==> config.mk <==
export PLATFORM = sky130hd
export DESIGN_NAME = ps2_mouse_packet_cursor_top
export DESIGN_NICKNAME = d
export VERILOG_FILES = /design/src/rtl/ps2mc_pkg.sv /design/src/rtl/ps2mc_csr.sv /design/src/rtl/ps2mc_framer.sv /design/src/rtl/ps2mc_axis.sv /design/src/rtl/ps2_mouse_packet_cursor_top.sv
export SDC_FILE = /design/constraint.sdc
export NUM_CORES = 1
export LEC_CHECK = 0
export BUFFER_PORTS_ARGS = -buffer_cell sky130_fd_sc_hd__buf_2
export CAP_MARGIN = 20
export CORE_MARGIN = 2
export CORE_UTILIZATION = 25
export CTS_CLUSTER_SIZE = 20
export DETAILED_ROUTE_END_ITERATION = 12
export PLACE_DENSITY = 0.43
export SKIP_CTS_REPAIR_TIMING = 1
export SKIP_LAST_GASP = 1
export SYNTH_ARGS = -nofsm -noshare
export SYNTH_HDL_FRONTEND = slang
export SYNTH_SLANG_ARGS = --single-unit
==> constraint.sdc <==
create_clock -name clock -period 3.6 [get_ports clock]
set_input_delay 0.36 -clock clock [delete_from_list [all_inputs] [get_ports clock]]
set_output_delay 0.36 -clock clock [all_outputs]
set_load 0.05 [all_outputs]
==> src/rtl/ps2mc_pkg.sv <==
`default_nettype none
package ps2mc_pkg;

   localparam int COORD_BITS_DEFAULT = 12;
   localparam int COORD_BITS_MIN     = 8;
   localparam int COORD_BITS_MAX     = 16;

   localparam int BYTE_BITS      = 8;
   localparam int MOTION_BITS    = 9;
   localparam int CSR_DATA_BITS  = 13;
   localparam int CSR_INDEX_BITS = 2;

   // header bit positions
   localparam int HDR_LEFT_POS  = 0;
   localparam int HDR_SYNC_POS  = 3;
   localparam int HDR_XSIGN_POS = 4;
   localparam int HDR_YSIGN_POS = 5;

   localparam logic [CSR_INDEX_BITS-1:0] CSR_SCREEN_WIDTH  = CSR_INDEX_BITS'(0);
   localparam logic [CSR_INDEX_BITS-1:0] CSR_SCREEN_HEIGHT = CSR_INDEX_BITS'(1);

   localparam logic [CSR_DATA_BITS-1:0] SCREEN_WIDTH_RESET  = CSR_DATA_BITS'(1024);
   localparam logic [CSR_DATA_BITS-1:0] SCREEN_HEIGHT_RESET = CSR_DATA_BITS'(768);

   localparam int CURSOR_X_RESET = 512;
   localparam int CURSOR_Y_RESET = 384;

   typedef enum logic [1:0] {
      PHASE_SYNC = 2'd0,
      PHASE_X    = 2'd1,
      PHASE_Y    = 2'd2
   } phase_type;

   typedef struct packed {
      logic signed [MOTION_BITS-1:0] dx;
      logic signed [MOTION_BITS-1:0] dy;
      logic                          left;
   } packet_type;

   typedef struct packed {
      logic [CSR_DATA_BITS-1:0] width;
      logic [CSR_DATA_BITS-1:0] height;
   } limits_type;

endpackage
`default_nettype wire

==> src/rtl/ps2mc_csr.sv <==
`default_nettype none
module ps2mc_csr (
   input  wire                                   clock,
   input  wire                                   reset,
   input  wire                                   wr_en,
   input  wire  [ps2mc_pkg::CSR_INDEX_BITS-1:0]  wr_index,
   input  wire  [ps2mc_pkg::CSR_DATA_BITS-1:0]   wr_data,
   output ps2mc_pkg::limits_type                 limits
);

   ps2mc_pkg::limits_type limits_ff, limits_in;

   always_comb begin
      limits_in = limits_ff;
      if (wr_en) begin
         unique case (wr_index)
            ps2mc_pkg::CSR_SCREEN_WIDTH:  limits_in.width  = wr_data;
            ps2mc_pkg::CSR_SCREEN_HEIGHT: limits_in.height = wr_data;
            default: ;
         endcase
      end
   end

   always_ff @(posedge clock) begin
      if (reset) begin
         limits_ff.width  <= ps2mc_pkg::SCREEN_WIDTH_RESET;
         limits_ff.height <= ps2mc_pkg::SCREEN_HEIGHT_RESET;
      end else begin
         limits_ff <= limits_in;
      end
   end

   assign limits = limits_ff;

endmodule
`default_nettype wire

==> src/rtl/ps2mc_framer.sv <==
`default_nettype none
module ps2mc_framer (
   input  wire                               clock,
   input  wire                               reset,
   input  wire                               byte_fire,
   input  wire  [ps2mc_pkg::BYTE_BITS-1:0]   rx_byte,
   output logic                              pkt_fire,
   output ps2mc_pkg::packet_type             pkt
);

   ps2mc_pkg::phase_type phase_ff, phase_in;
   logic [ps2mc_pkg::BYTE_BITS-1:0] header_ff, header_in;
   logic [ps2mc_pkg::BYTE_BITS-1:0] x_byte_ff, x_byte_in;
   logic sync_seen;

   assign sync_seen = rx_byte[ps2mc_pkg::HDR_SYNC_POS];

   // next state
   always_comb begin
      phase_in = phase_ff;
      if (byte_fire) begin
         unique case (phase_ff)
            ps2mc_pkg::PHASE_X: phase_in = ps2mc_pkg::PHASE_Y;
            ps2mc_pkg::PHASE_Y: phase_in = ps2mc_pkg::PHASE_SYNC;
            default:            phase_in = sync_seen ? ps2mc_pkg::PHASE_X
                                                     : ps2mc_pkg::PHASE_SYNC;
         endcase
      end
   end

   // outputs and byte capture
   always_comb begin
      header_in = header_ff;
      x_byte_in = x_byte_ff;
      pkt_fire  = 1'b0;
      if (byte_fire) begin
         unique case (phase_ff)
            ps2mc_pkg::PHASE_X: x_byte_in = rx_byte;
            ps2mc_pkg::PHASE_Y: pkt_fire  = 1'b1;
            default: begin
               if (sync_seen) header_in = rx_byte;
            end
         endcase
      end
      pkt.dx   = {header_ff[ps2mc_pkg::HDR_XSIGN_POS], x_byte_ff};
      pkt.dy   = {header_ff[ps2mc_pkg::HDR_YSIGN_POS], rx_byte};
      pkt.left = header_ff[ps2mc_pkg::HDR_LEFT_POS];
   end

   always_ff @(posedge clock) begin
      if (reset) begin
         phase_ff  <= ps2mc_pkg::PHASE_SYNC;
         header_ff <= '0;
         x_byte_ff <= '0;
      end else begin
         phase_ff  <= phase_in;
         header_ff <= header_in;
         x_byte_ff <= x_byte_in;
      end
   end

endmodule
`default_nettype wire

==> src/rtl/ps2mc_axis.sv <==
`default_nettype none
module ps2mc_axis #(
   parameter int COORD_BITS = ps2mc_pkg::COORD_BITS_DEFAULT
) (
   input  wire         [COORD_BITS-1:0]                cur,
   input  wire  signed [ps2mc_pkg::MOTION_BITS:0]      delta,
   input  wire         [ps2mc_pkg::CSR_DATA_BITS-1:0]  limit,
   output logic        [COORD_BITS-1:0]                next
);

   localparam int LimBits  = ps2mc_pkg::CSR_DATA_BITS;
   localparam int SumBits  = ((COORD_BITS > LimBits) ? COORD_BITS : LimBits) + 2;
   localparam int CoordMax = (1 << COORD_BITS) - 1;

   logic signed [SumBits-1:0] sum;
   logic signed [SumBits-1:0] lim_ext;
   logic signed [SumBits-1:0] top;
   logic        [LimBits-1:0] lim_m1;

   assign sum     = $signed({{(SumBits-COORD_BITS){1'b0}}, cur}) + SumBits'(delta);
   // a zero limit pins the coordinate at 0
   assign lim_m1  = (limit == '0) ? '0 : limit - LimBits'(1);
   assign lim_ext = $signed({{(SumBits-LimBits){1'b0}}, lim_m1});
   assign top     = (lim_ext > SumBits'(CoordMax)) ? SumBits'(CoordMax) : lim_ext;

   always_comb begin
      priority if (sum < 0) next = '0;
      else if (sum > top)   next = top[COORD_BITS-1:0];
      else                  next = sum[COORD_BITS-1:0];
   end

endmodule
`default_nettype wire

==> src/rtl/ps2_mouse_packet_cursor_top.sv <==
// PS/2 three-byte mouse packet decoder with clamped cursor.
// Throughput: one byte accepted per cycle; req_stall rises only while a
// decoded packet waits behind a result that rsp_stall holds.
// Path: the packet's third byte is taken into the packet register, then
// into the cursor/result register, which drives the result outputs.
// Reset: synchronous; phase 0, cursor 512/384 (saturated), limits 1024/768.
`default_nettype none
module ps2_mouse_packet_cursor_top #(
   parameter int COORD_BITS = ps2mc_pkg::COORD_BITS_DEFAULT
) (
   input  wire                                   clock,
   input  wire                                   reset,
   input  wire                                   req_valid,
   output logic                                  req_stall,
   input  wire  [ps2mc_pkg::BYTE_BITS-1:0]       req_rx_byte,
   output logic                                  rsp_valid,
   input  wire                                   rsp_stall,
   output logic [COORD_BITS-1:0]                 rsp_cursor_x,
   output logic [COORD_BITS-1:0]                 rsp_cursor_y,
   output logic                                  rsp_left_button,
   input  wire                                   csr_valid,
   output logic                                  csr_ready,
   input  wire  [ps2mc_pkg::CSR_INDEX_BITS-1:0]  csr_index,
   input  wire  [ps2mc_pkg::CSR_DATA_BITS-1:0]   csr_data
);

   localparam int CoordMax = (1 << COORD_BITS) - 1;
   localparam int XRst = (ps2mc_pkg::CURSOR_X_RESET > CoordMax) ? CoordMax
                                                                : ps2mc_pkg::CURSOR_X_RESET;
   localparam int YRst = (ps2mc_pkg::CURSOR_Y_RESET > CoordMax) ? CoordMax
                                                                : ps2mc_pkg::CURSOR_Y_RESET;
   localparam int DeltaBits = ps2mc_pkg::MOTION_BITS + 1;

   ps2mc_pkg::limits_type  limits;
   ps2mc_pkg::packet_type  pkt_new;
   ps2mc_pkg::packet_type  pkt_ff, pkt_in;
   logic                   pkt_valid_ff, pkt_valid_in;
   logic                   pkt_fire;
   logic                   req_fire;
   logic                   advance;
   logic                   rsp_valid_ff, rsp_valid_in;
   logic [COORD_BITS-1:0]  cursor_x_ff, cursor_x_in;
   logic [COORD_BITS-1:0]  cursor_y_ff, cursor_y_in;
   logic                   left_ff, left_in;
   logic [COORD_BITS-1:0]  x_next, y_next;
   logic signed [DeltaBits-1:0] dx_ext, dy_neg;

   assign csr_ready = 1'b1;

   ps2mc_csr u_csr (
      .clock    (clock),
      .reset    (reset),
      .wr_en    (csr_valid),
      .wr_index (csr_index),
      .wr_data  (csr_data),
      .limits   (limits)
   );

   assign advance   = pkt_valid_ff && (!rsp_valid_ff || !rsp_stall);
   assign req_stall = pkt_valid_ff && rsp_valid_ff && rsp_stall;
   assign req_fire  = req_valid && !req_stall;

   ps2mc_framer u_framer (
      .clock     (clock),
      .reset     (reset),
      .byte_fire (req_fire),
      .rx_byte   (req_rx_byte),
      .pkt_fire  (pkt_fire),
      .pkt       (pkt_new)
   );

   always_comb begin
      pkt_in       = pkt_fire ? pkt_new : pkt_ff;
      pkt_valid_in = pkt_fire || (pkt_valid_ff && !advance);
   end

   assign dx_ext = DeltaBits'(pkt_ff.dx);
   // screen y grows downward
   assign dy_neg = -DeltaBits'(pkt_ff.dy);

   ps2mc_axis #(.COORD_BITS(COORD_BITS)) u_axis_x (
      .cur   (cursor_x_ff),
      .delta (dx_ext),
      .limit (limits.width),
      .next  (x_next)
   );

   ps2mc_axis #(.COORD_BITS(COORD_BITS)) u_axis_y (
      .cur   (cursor_y_ff),
      .delta (dy_neg),
      .limit (limits.height),
      .next  (y_next)
   );

   // cursor registers double as the result payload
   always_comb begin
      cursor_x_in  = advance ? x_next : cursor_x_ff;
      cursor_y_in  = advance ? y_next : cursor_y_ff;
      left_in      = advance ? pkt_ff.left : left_ff;
      rsp_valid_in = advance || (rsp_valid_ff && rsp_stall);
   end

   always_ff @(posedge clock) begin
      if (reset) begin
         pkt_valid_ff <= 1'b0;
         rsp_valid_ff <= 1'b0;
         cursor_x_ff  <= COORD_BITS'(XRst);
         cursor_y_ff  <= COORD_BITS'(YRst);
         left_ff      <= 1'b0;
      end else begin
         pkt_valid_ff <= pkt_valid_in;
         rsp_valid_ff <= rsp_valid_in;
         cursor_x_ff  <= cursor_x_in;
         cursor_y_ff  <= cursor_y_in;
         left_ff      <= left_in;
      end
   end

   always_ff @(posedge clock) begin
      pkt_ff <= pkt_in;
   end

   assign rsp_valid       = rsp_valid_ff;
   assign rsp_cursor_x    = cursor_x_ff;
   assign rsp_cursor_y    = cursor_y_ff;
   assign rsp_left_button = left_ff;

endmodule
`default_nettype wire

* Yosys cells after proc, flatten, opt, wreduce, memory -nomap -nowiden *
Index checks and enable logic that the tools add are counted.

storage, ports and cells
  input bits = 28
  output and inout port bits = 28
  register bits = 88
  logic and storage cells = 61

cells by class
  reduce and logical (&&, ||, !) cells = 21
  add/subtract/negate cells = 5
  equality and inequality tests = 3
  bitwise operators = 1
  magnitude comparators = 6
  mux-type cells = 12

operator list
  kind                                                                                count
  13-bit two-way mux                                                                  4
  12-bit two-way mux                                                                  4
  14-bit greater-than comparator                                                      2
  14-bit by 1-bit < comparator with 1-bit output (second input constant)              2
  13-bit by 12-bit greater-than comparator with 1-bit output (second input constant)  2
  13-bit logical NOT                                                                  2
  13-bit by 1-bit subtractor with 13-bit output (second input constant)               2
  13-bit by 10-bit adder with 14-bit output                                           1
  13-bit by 9-bit adder with 14-bit output                                            1
  9-bit negation with 10-bit output                                                   1
  1-bit logical AND                                                                   6
  2-bit AND reduction                                                                 3
  2-bit by 1-bit equality test with 1-bit output (second input constant)              2
  1-bit logical NOT                                                                   4
  2-bit one-hot mux with 2 select lines                                               1
  1-bit logical OR                                                                    3
  1-bit two-way mux                                                                   3
  3-bit AND reduction                                                                 1
  2-bit equality test (second input constant)                                         1
  2-bit logical NOT                                                                   1
  2-bit OR reduction                                                                  1
  1-bit inverter                                                                      1

* Depth between registers and ports, before layout *
Gate-level depths: netlist of the first run.

  depth after elaboration = 7
  depth in mapped cells = 17
  mapped depth without buffers = 16

* Modules after synthesis *
A second synthesis of the first run with hierarchy kept.

second synthesis, totals
  cells, all modules = 735
  area total of the unflattened synthesis = 6,371.1 um2

modules (own cells, without submodules)
  module                       instances  sequential area each (um2)  area each (um2)  cells an instance
  ps2mc_axis                   2          0.0                         1,371.3          199
  ps2_mouse_packet_cursor_top  1          1,111.1                     1,831.8          161
  ps2mc_csr                    1          520.5                       1,107.3          104
  ps2mc_framer                 1          260.2                       689.4            72

* Worst setup path after synthesis of the first run *
OpenSTA, ideal clock, no wires.

  kind = register to register
  start point = register cursor_y_ff[0] (netlist: rsp_cursor_y[0])
  end point = register cursor_y_ff[10] (netlist: rsp_cursor_y[10])
  library setup time = 0.127 ns
  path buffers = 1
  required time = 3.473 ns
  data arrival time = 3.900 ns
  path slack = -0.426 ns
  period minus slack after synthesis = 4.026 ns
  stages on the path, launching flop included = 18
  cells stage by stage = dfxtp_1 inv_1 ha_1 fa_1 nor2b_1 o2111ai_1 a31oi_1 a21o_1 a2111oi_0 nor3_1 xnor2_1 ha_1 nand3_1 nor4_1 a21o_1 buf_1 mux2i_1 o21ai_0

on the way
  word-level cells in the longest chain between the ends = 4
  elaborated cells on any way between the ends = 5
  classes of those cells = 1 x add/sub; 2 x order compare; 2 x mux

ends and longest elaborated chain
  what                                         line                                RTL
  start: declaration                           ps2_mouse_packet_cursor_top.sv:43   logic [COORD_BITS-1:0] cursor_y_ff, cursor_y_in;
  start signal: assignment                     ps2_mouse_packet_cursor_top.sv:108  cursor_y_ff <= COORD_BITS'(YRst);
  start signal: assignment                     ps2_mouse_packet_cursor_top.sv:114  cursor_y_ff <= cursor_y_in;
  13-bit by 10-bit adder with 14-bit output *  ps2mc_axis.sv:20                    assign sum = $signed({{(SumBits-COORD_BITS){1'b0}}, cur}) + SumBits'(delta);
  14-bit greater-than comparator               ps2mc_axis.sv:28                    else if (sum > top) next = top[COORD_BITS-1:0];
  12-bit two-way mux                           ps2mc_axis.sv:28
  12-bit two-way mux *                         ps2mc_axis.sv:27                    priority if (sum < 0) next = '0;

Every way passes the cells marked *; elsewhere a longest branch is shown, timed or not.
A chain may end at the register's enable or synchronous reset.

* Final worst setup path of the first run *
  start point = register pkt_ff, in the netlist dx_ext[0]
  end point = register cursor_x_ff[5] (netlist: rsp_cursor_x[5])

on the way
  word-level cells in the longest chain between the ends = 4
  elaborated cells on any way between the ends = 5
  classes of those cells = 1 x add/sub; 2 x order compare; 2 x mux

ends and longest elaborated chain
  what                                        line                                RTL
  start: declaration                          ps2_mouse_packet_cursor_top.sv:36   ps2mc_pkg::packet_type pkt_ff, pkt_in;
  start signal: assignment                    ps2_mouse_packet_cursor_top.sv:120  pkt_ff <= pkt_in;
  13-bit by 9-bit adder with 14-bit output *  ps2mc_axis.sv:20
  14-bit greater-than comparator              ps2mc_axis.sv:28
  12-bit two-way mux                          ps2mc_axis.sv:28
  12-bit two-way mux *                        ps2mc_axis.sv:27
  end signal: assignment                      ps2_mouse_packet_cursor_top.sv:107  cursor_x_ff <= COORD_BITS'(XRst);
  end signal: assignment                      ps2_mouse_packet_cursor_top.sv:113  cursor_x_ff <= cursor_x_in;
  end: declaration                            ps2_mouse_packet_cursor_top.sv:42   logic [COORD_BITS-1:0] cursor_x_ff, cursor_x_in;

Marks and branches as above.

==> results of run 1 <==
==> sequential cells by signal (all words and copies together), names as in the netlist, 2 cells and up <==
register and flops:
u_framer.x_byte_ff 8, rsp_cursor_y 12, rsp_cursor_x 12, pkt_ff 10, dx_ext 9, u_framer.header_ff 3
u_csr.limits 26, u_framer.phase_ff 2
==> area by class of cell <==
type / count / area [sq um]
Clock buffer: 10 / 229
Clock inverter: 6 / 45.0
Fill cell: 2273 / 13900
Inverter: 41 / 154
Multi-Input combinational cell: 512 / 3930
Sequential cell: 85 / 1910
Tap cell: 280 / 350
Timing Repair Buffer: 184 / 1280
==> worst register-to-register path: stages, from the launching register on <==
cell	delay, ns
edfxtp_1	0.41
ha_4	0.19
fa_2	0.39
a21oi_4	0.19
o221a_4	0.24
o31ai_4	0.08
a21oi_2	0.12
nor2_1	0.05
nor2_1	0.12
xnor2_1	0.13
ha_1	0.28
buf_6	0.13
a2111oi_4	0.28
buf_4	0.20
a211oi_4	0.06
buf_6	0.15
mux2_4	0.29
a22o_1	0.19
==> kinds of logic after synthesis <==
| family | Yosys count |
|---|---|
| flip-flops | 85 |
| AO/OA/AOI/OAI | 157 |
| XOR/XNOR | 32 |
| AND/OR/NAND/NOR | 231 |
| buffers and inverters | 60 |
| adder cells (fa/ha/maj) | 59 |
| multiplexers | 28 |
| other | 1 |
==> worst paths after layout <==
| path | start | end | slack, ns |
|---|---|---|---|
| hold reg to reg | u_framer.x_byte_ff[3] | dx_ext[3] | 0.42 |
| hold / removal | req_rx_byte[6] | pkt_ff[7] | 0.23 |
| setup reg to reg | dx_ext[0] | rsp_cursor_x[5] | 0.005 |
| setup / recovery | dx_ext[0] | rsp_cursor_x[5] | 0.005 |
==> placed cells by master (no fill, tap or decap), types with 5 or more instances in the layout <==
master and n:
o21ai_0 12, xor2_1 11, a22o_1 9, ha_4 7
clkbuf_16 9, buf_4 121, nor3_1 15, dfxtp_1 52
buf_6 8, nand3_1 9, nand2_1 85, inv_1 41
or3_1 5, a21oi_2 11, nor2_1 46, ha_1 48
buf_2 54, a21o_1 7, dfxtp_2 13, mux2i_1 22
and3_1 5, nor2b_1 8, nand3b_1 7, a21oi_1 52
xnor2_1 20, edfxtp_1 19, o21ai_1 18
==> report_power, final <==
part / switching [uW] / internal, uW
clock network: 408 / 474
logic: 313 / 299
registers: 16.3 / 992
==> per-layer routing <==
| layer | wire, microns | up-vias | GRT usage |
|---|---|---|---|
| li1 | - | 2685 | - |
| met1 | 8100 | 2444 | 0.193 |
| met2 | 7910 | 79 | 0.228 |
| met3 | 645 | 8 | 0.0238 |
| met4 | 121 | 0 | 0.0348 |
| met5 | 0 | - | 0 |
==> stage by stage <==
stage | setup slack (ns) | hold WS, ns | power [uW]
4_1_cts | -0.372 | 0.225 | 2430
3_3_place_gp | -0.367 | 0.412 | 1540
3_5_place_dp | -0.355 | 0.418 | 1530
2_1_floorplan | 0.00849 | 0.408 | 1330
5_1_grt | -0.171 | 0.227 | 2630
6_report | 0.00544 | 0.232 | 2500
==> qor_table.md, run 1 <==
| Step | Item | This run |
|:---|:---|:---|
| final layout | NumNets Final | 919 |
| worst setup path | Highest net fanout along the worst path | 5 |
| final layout | Layout overhead on the synthesized area | 41.8% |
| placement | DP Wirelength | 13.1 mm |
| synthesis | Sequential area share after synthesis | 0.340 |
| outcome | Result of the run | completed |
| synthesis | Xor and xnor fraction of the mapped netlist area | 0.0503 |
| final layout | Post-Layout Inst Area | 7900 sq um |
| synthesis | Post-Syn Area | 5570 sq um |
| detailed routing | Routed wirelength normalized by instance count | 15.0 microns |
| worst setup path | Largest stage delay, worst path | 0.41 ns |
| die | Starting density of the core | 0.255 |
| worst setup path | Cells traversed along the worst timing path | ha_4 -> fa_2 -> a21oi_4 -> o221a_4 -> o31ai_4 -> a21oi_2 -> nor2_1 -> nor2_1 -> xnor2_1 -> ha_1 -> buf_6 -> a2111oi_4 -> buf_4 -> a211oi_4 -> buf_6 -> mux2_4 -> a22o_1 |
| power | Static power due to leakage | 0.00352 uW |
| synthesis | Share of flip-flops with an asynchronous set or reset after synthesis | 0 |
| grt | Aggregate global-route resource usage | 0.140 |
| job | Max-capacitance violation count | 0 |
| clock tree | CTS tree | yes |
| synthesis | Average instance area after synthesis | 8.53 sq um |
| die | Placement row count | 54 |
| sta | Setup violators final | 0 |
| synthesis | Unique cell type count in the Yosys netlist | 71 |
| final layout | Final cell count without fillers | 1,118 |
| die | Die outline width | 153 microns |
| synthesis | Post-synthesis share of cell area spent on full adders, half adders and majority gates | 0.135 |
| final layout | Fraction of layout cells with a size suffix above 1 | 0.357 |
| worst setup path | Buffering stage count on the worst path with inverters included | 3 |
| synthesis | Share of cell area taken by muxes after synthesis | 0.0523 |
| placement | Total placed cells including tap cells | 1,084 |
| sta | Minimum clock period | 3.59 ns |
| synthesis | Synthesized-area fraction occupied by ao, oa, aoi and oai cells | 0.177 |
| worst setup path | Category of the critical setup timing path | reg -> reg |
| worst setup path | CP max-delay cell | edfxtp_1 |
| placement | Placer Congestion | 0.794 |
| clock tree | Cell at the root of the clock tree | clkbuf_16 |
| worst setup path | Reg2Reg Depth | 17 |
| synthesis | Most frequent cell after synthesis | nand2_1 |
| synthesis | Most common flop cell mapped by yosys | dfxtp_1 |
| synthesis | Register bit total from synthesis | 85 |
| placement | IO buf count | 54 |
| grt | First-pass GRT wire length | 26.4 mm |
| clock tree | CTS clk-pin slew, worst paths | 0.06 ns |
| sta | RSZ-0062 raised after global routing | true |
| die | Die area | 23,500 sq um |
| sta | Portion of the clock cycle consumed by the worst path in the final layout | 0.998 |
| worst setup path | Crit start category | register |
| detailed routing | Detailed-route wire length | 16.8 mm |
| sta | Slew HR | 0.453 |
| grt | Pin count of the biggest net entering global routing | 20 |
| detailed routing | Count of nets left with antenna violations after detail routing | 0 |
| detailed routing | Via count | 5,216 |
| detailed routing | DRC violation total after the first TritonRoute iteration | 237 |
| final layout | Total inserted antenna cells | 0 |
| die | Area of the core | 21,800 sq um |
| clock tree | Inserted Clock Buffers | 9 |
| synthesis | Combinational family with the most area after synthesis | simple AND/OR/NAND/NOR gates |
| worst setup path | CP delay by family, top | compound AO/OA/AOI/OAI gates |
| sta | Worst slew pin tran | 0.820 ns |
| clock tree | Number of clock sinks | 85 |
| grt | Total congestion overflow | 0 |
| clock tree | Clk buf depth | 2 |
| power | Power density over the cells | 317 nW/um^2 |
| synthesis | Top cell type by total area after synthesis | dfxtp_1 |
| synthesis | Number of warnings issued by yosys | 0 |
| worst setup path | Number of stages on the worst setup path | 17 |
| clock tree | CTS H-tree lvls | 3 |
| hold path | Path class of the lowest-slack min-delay path | in -> reg |
| synthesis | Synthesized instance count | 653 |
| synthesis | Post-synthesis simple-gate area fraction | 0.201 |
| final layout | Final Core Density | 0.362 |
| die | Ports | 56 |
| synthesis | Share of Yosys cell area claimed by the top area cell type | 0.237 |
| synthesis | Count of flip-flops with a built-in enable after synthesis | 19 |
| detailed routing | Number of detailed-routing iterations run before antenna repair | 4 |
| synthesis | Largest cells by area after synthesis | dfxtp_1 (24%), ha_1 (13%), edfxtp_1 (10%) |
| sta | Worst clock skew on the final layout | 0.0136 ns |
| sta | Final hold vios | 0 |
| die | Die Y-Extent | 153 microns |
| power | Worst ir drop on vdd | 0.207 mV |
| worst setup path | Worst EP arrival | 3.83 ns |
| detailed routing | Avg Vias per Cell | 4.67 |
| synthesis | Leading cell types by count after synthesis | nand2_1 (87), dfxtp_1 (66), a21oi_1 (64) |
| placement | Instance area at placement | 7000 sq um |
| sta | Setup Total Neg Slack | 0 ns |
| clock tree | Worst-skew pair later-pin latency | 0.35 ns |
| sta | Fmax achieved | 278 MHz |
| grt | Initial antenna violation count | 0 |
| grt | Vias in the first global route | 5,018 |
| worst setup path | Required time of the critical path | 3.84 ns |
| sta | Final count of pins violating max slew | 0 |
| worst setup path | Critical Path End Type | register |
| detailed routing | DRC Markers | 0 |
| hold path | Hold path depth | 1 |
Note: power is estimated with default switching activity, not from simulation.
==> run 2: changes to the inputs <==
--- a/config.mk
+++ b/config.mk
@@ -8,10 +8,10 @@
 export BUFFER_PORTS_ARGS = -buffer_cell sky130_fd_sc_hd__buf_2
 export CAP_MARGIN = 20
 export CORE_MARGIN = 2
-export CORE_UTILIZATION = 25
+export CORE_UTILIZATION = 54
 export CTS_CLUSTER_SIZE = 20
 export DETAILED_ROUTE_END_ITERATION = 12
-export PLACE_DENSITY = 0.43
+export PLACE_DENSITY = 0.78
 export SKIP_CTS_REPAIR_TIMING = 1
 export SKIP_LAST_GASP = 1
 export SYNTH_ARGS = -nofsm -noshare
==> run 2 against run 1 <==
Net effect:
- the flow now finishes with violations (negative setup slack)
- sequential share of layout area rose by 2.1 points
- fmax fell by 5.6%
- non-clock buffer count fell by 40
- sequential power barely moved
- final cell count fell by 17%
- via count rose by 4.6%
- worst setup slack got worse by 0.21 ns
- core utilization rose by 35 points
- wire length fell by 1.7%
- clock power fell by 22%
- first-iteration DRC count rose by 45%
- critical path type unchanged
- critical endpoint is now rsp_cursor_y[0]
- highest routed layer unchanged
==> qor_table.md, run 2 (synthesized netlist as in run 1, its figures left out) <==
| Step | Item | This run | Delta |
|:---|:---|:---|:---|
| outcome | Result of the run | finished with violations | was completed |
| outcome | Violated checks | negative setup slack |  |
| final layout | Final Core Density | 0.714 | was 0.362 |
| detailed routing | DRC violation total after the first TritonRoute iteration | 343 | was 237 |
| detailed routing | Via count | 5,458 | was 5,216 |
| detailed routing | Wire length on met3 | 1.15 mm | was 645 microns |
| clock tree | Worst-skew pair later-pin latency | 0.37 ns | was 0.35 ns |
| sta | Setup Total Neg Slack | -2.67 ns | was 0 ns |
| final layout | Post-Layout Inst Area | 7270 sq um | was 7900 sq um |
| grt | Pin count of the biggest net entering global routing | 35 | was 20 |
| placement | IO buf count | 54 | unchanged |
| final layout | NumNets Final | 877 | was 919 |
| clock tree | Inserted Clock Buffers | 9 | unchanged |
| worst setup path | Critical Path End Type | register | unchanged |
| sta | Fmax achieved | 263 MHz | was 278 MHz |
| grt | Initial antenna violation count | 0 | unchanged |
| sta | Setup violators final | 23 | was 0 |
| die | Area of the core | 10,200 sq um | was 21,800 sq um |
| detailed routing | Count of nets left with antenna violations after detail routing | 0 | unchanged |
| power | Power density over the cells | 313 nW/um^2 | was 317 nW/um^2 |
| die | Placement row count | 37 | was 54 |
| detailed routing | Number of detailed-routing iterations run before antenna repair | 5 | was 4 |
| final layout | Sequential Area | 1910 sq um | about the same |
| grt | First-pass GRT wire length | 24.3 mm | was 26.4 mm |
| die | Starting density of the core | 0.547 | was 0.255 |
| sta | RSZ-0062 raised after global routing | true | unchanged |
| placement | Total placed cells including tap cells | 909 | was 1,084 |
| detailed routing | Wl on met1 | 6.83 mm | was 8.10 mm |
| power | Static power due to leakage | 0.00327 uW | was 0.00352 uW |
| grt | Total congestion overflow | 0 | unchanged |
| final layout | Combined area of the multi-input logic cells | 3840 sq um | was 3930 sq um |
| detailed routing | Avg Vias per Cell | 5.86 | was 4.67 |
| clock tree | CTS H-tree lvls | 3 | unchanged |
| final layout | Final cell count without fillers | 932 | was 1,118 |
| final layout | Fraction of layout cells with a size suffix above 1 | 0.315 | was 0.357 |
| placement | DP Wirelength | 11.5 mm | was 13.1 mm |
| worst setup path | Crit start category | register | unchanged |
| worst setup path | Worst EP arrival | 4.07 ns | was 3.83 ns |
| die | Die outline width | 106 microns | was 153 microns |
| detailed routing | Met2 WL | 7.75 mm | was 7.91 mm |
| final layout | Commonest cells after routing, fill and taps aside | nand2_1 (86), buf_4 (80), a21oi_1 (55), buf_2 (54), dfxtp_1 (53) | was buf_4 (121), nand2_1 (85), buf_2 (54), a21oi_1 (52), dfxtp_1 (52) |
| final layout | Filler cells | 745 | was 2,273 |
| sta | Final count of pins violating max slew | 0 | unchanged |
| clock tree | Number of clock sinks | 85 | unchanged |
| clock tree | Cell at the root of the clock tree | clkbuf_8 | was clkbuf_16 |
| grt | Vias in the first global route | 5,215 | was 5,018 |
| worst setup path | Highest net fanout along the worst path | 8 | was 5 |
| sta | Minimum clock period | 3.81 ns | was 3.59 ns |
| sta | Worst clock skew on the final layout | 0.0182 ns | was 0.0136 ns |
| final layout | Number of flip-flops in the largest register | 26 | unchanged |
| worst setup path | Category of the critical setup timing path | reg -> reg | unchanged |
| power | Worst ir drop on vdd | 0.205 mV | was 0.207 mV |
| sta | Final hold vios | 0 | unchanged |
| detailed routing | DRC Markers | 0 | unchanged |
| sta | Slew HR | 0.505 | was 0.453 |
| die | Die area | 11,100 sq um | was 23,500 sq um |
| clock tree | Clk buf depth | 2 | unchanged |
| grt | Aggregate global-route resource usage | 0.272 | was 0.140 |
| job | Max-capacitance violation count | 0 | unchanged |
| placement | Placer Congestion | 0.948 | was 0.794 |
| worst setup path | Required time of the critical path | 3.86 ns | was 3.84 ns |
| hold path | Path class of the lowest-slack min-delay path | in -> reg | unchanged |
| detailed routing | Uppermost signal routing layer after detailed routing | met4 | unchanged |
| detailed routing | Routed wirelength normalized by instance count | 17.7 microns | was 15.0 microns |
| die | Ports | 56 | unchanged |
| clock tree | CTS clk-pin slew, worst paths | 0.10 ns | was 0.06 ns |
| power | Total power | 2280 uW | was 2500 uW |
| clock tree | CTS tree | yes | unchanged |
| final layout | Total inserted antenna cells | 0 | unchanged |
| sta | Portion of the clock cycle consumed by the worst path in the final layout | 1.06 | was 0.998 |
| final layout | Commonest non-fill, non-tap cell in the layout | nand2_1 | was buf_4 |
| sta | Worst setup margin | -0.207 ns | was 0.00544 ns |
| die | Die Y-Extent | 106 microns | was 153 microns |
| final layout | Layout overhead on the synthesized area | 30.5% | was 41.8% |
| detailed routing | Detailed-route wire length | 16.5 mm | was 16.8 mm |
| placement | Instance area at placement | 6590 sq um | was 7000 sq um |
| sta | Worst slew pin tran | 0.742 ns | was 0.820 ns |
==> run 2: cell types whose count changed in the layout (fill, tap and decap cells not counted), moves of 3 or more <==
cell / previous run / this run
clkbuf_16: 9 / 0
buf_4: 121 / 80
mux2i_1: 22 / 19
o21ai_1: 18 / 14
ha_1: 48 / 51
clkbuf_8: 0 / 9
a21oi_1: 52 / 55
o21ai_0: 12 / 15
==> run 2: area by class of cell <==
type                            count  share of cell area
Clock buffer                        9              0.0170
Tap cell                          136              0.0234
Timing Repair Buffer              144               0.137
Multi-Input combinational cell    510               0.528
Inverter                           41              0.0212
Clock inverter                      7              0.0103
Sequential cell                    85               0.263
==> run 2: worst max-delay path, stage by stage (launching register included) <==
cell       delay (ns)
edfxtp_1         0.43
ha_4             0.20
fa_2             0.42
nor2b_4          0.15
o2111ai_4        0.12
a31oi_2          0.23
a21o_1           0.15
a2111oi_2        0.06
nor3_1           0.24
xnor2_1          0.11
ha_1             0.32
nand3_2          0.12
nor4_2           0.38
a21o_4           0.17
buf_12           0.15
buf_8            0.11
nor2_4           0.04
o31ai_4          0.29
==> run 2: per-layer routing <==
layer  vias to the layer above  GRT usage
met5                         -          0
met4                         0      0.143
met3                        51     0.0519
met2                       230      0.440
met1                      2572      0.343
li1                       2605          -
==> run 2: final timing paths <==
kind,startpoint,to,slack [ns],cells past startpoint
worst max-delay path,pkt_ff[1],rsp_cursor_y[0],-0.21,17
worst min-delay path,req_rx_byte[7],pkt_ff[8],0.18,1
worst max register to register,pkt_ff[1],rsp_cursor_y[0],-0.21,17
worst min register to register,u_framer.x_byte_ff[4],dx_ext[4],0.44,0
==> run 2: power by group <==
group          total, uW  switching [uW]  internal, uW  leakage, uW
sequential          1010            19.7           991     0.000706
clock                684             412           272    0.0000968
combinational        582             309           273      0.00247
==> run 2: metrics by stage <==
step,setup slack (ns),hold WS [ns]
4_1_cts,-0.192,0.168
3_3_place_gp,-0.0703,0.414
3_5_place_dp,-0.152,0.414
2_1_floorplan,0.00849,0.408
5_1_grt,-0.380,0.171
6_report,-0.207,0.178
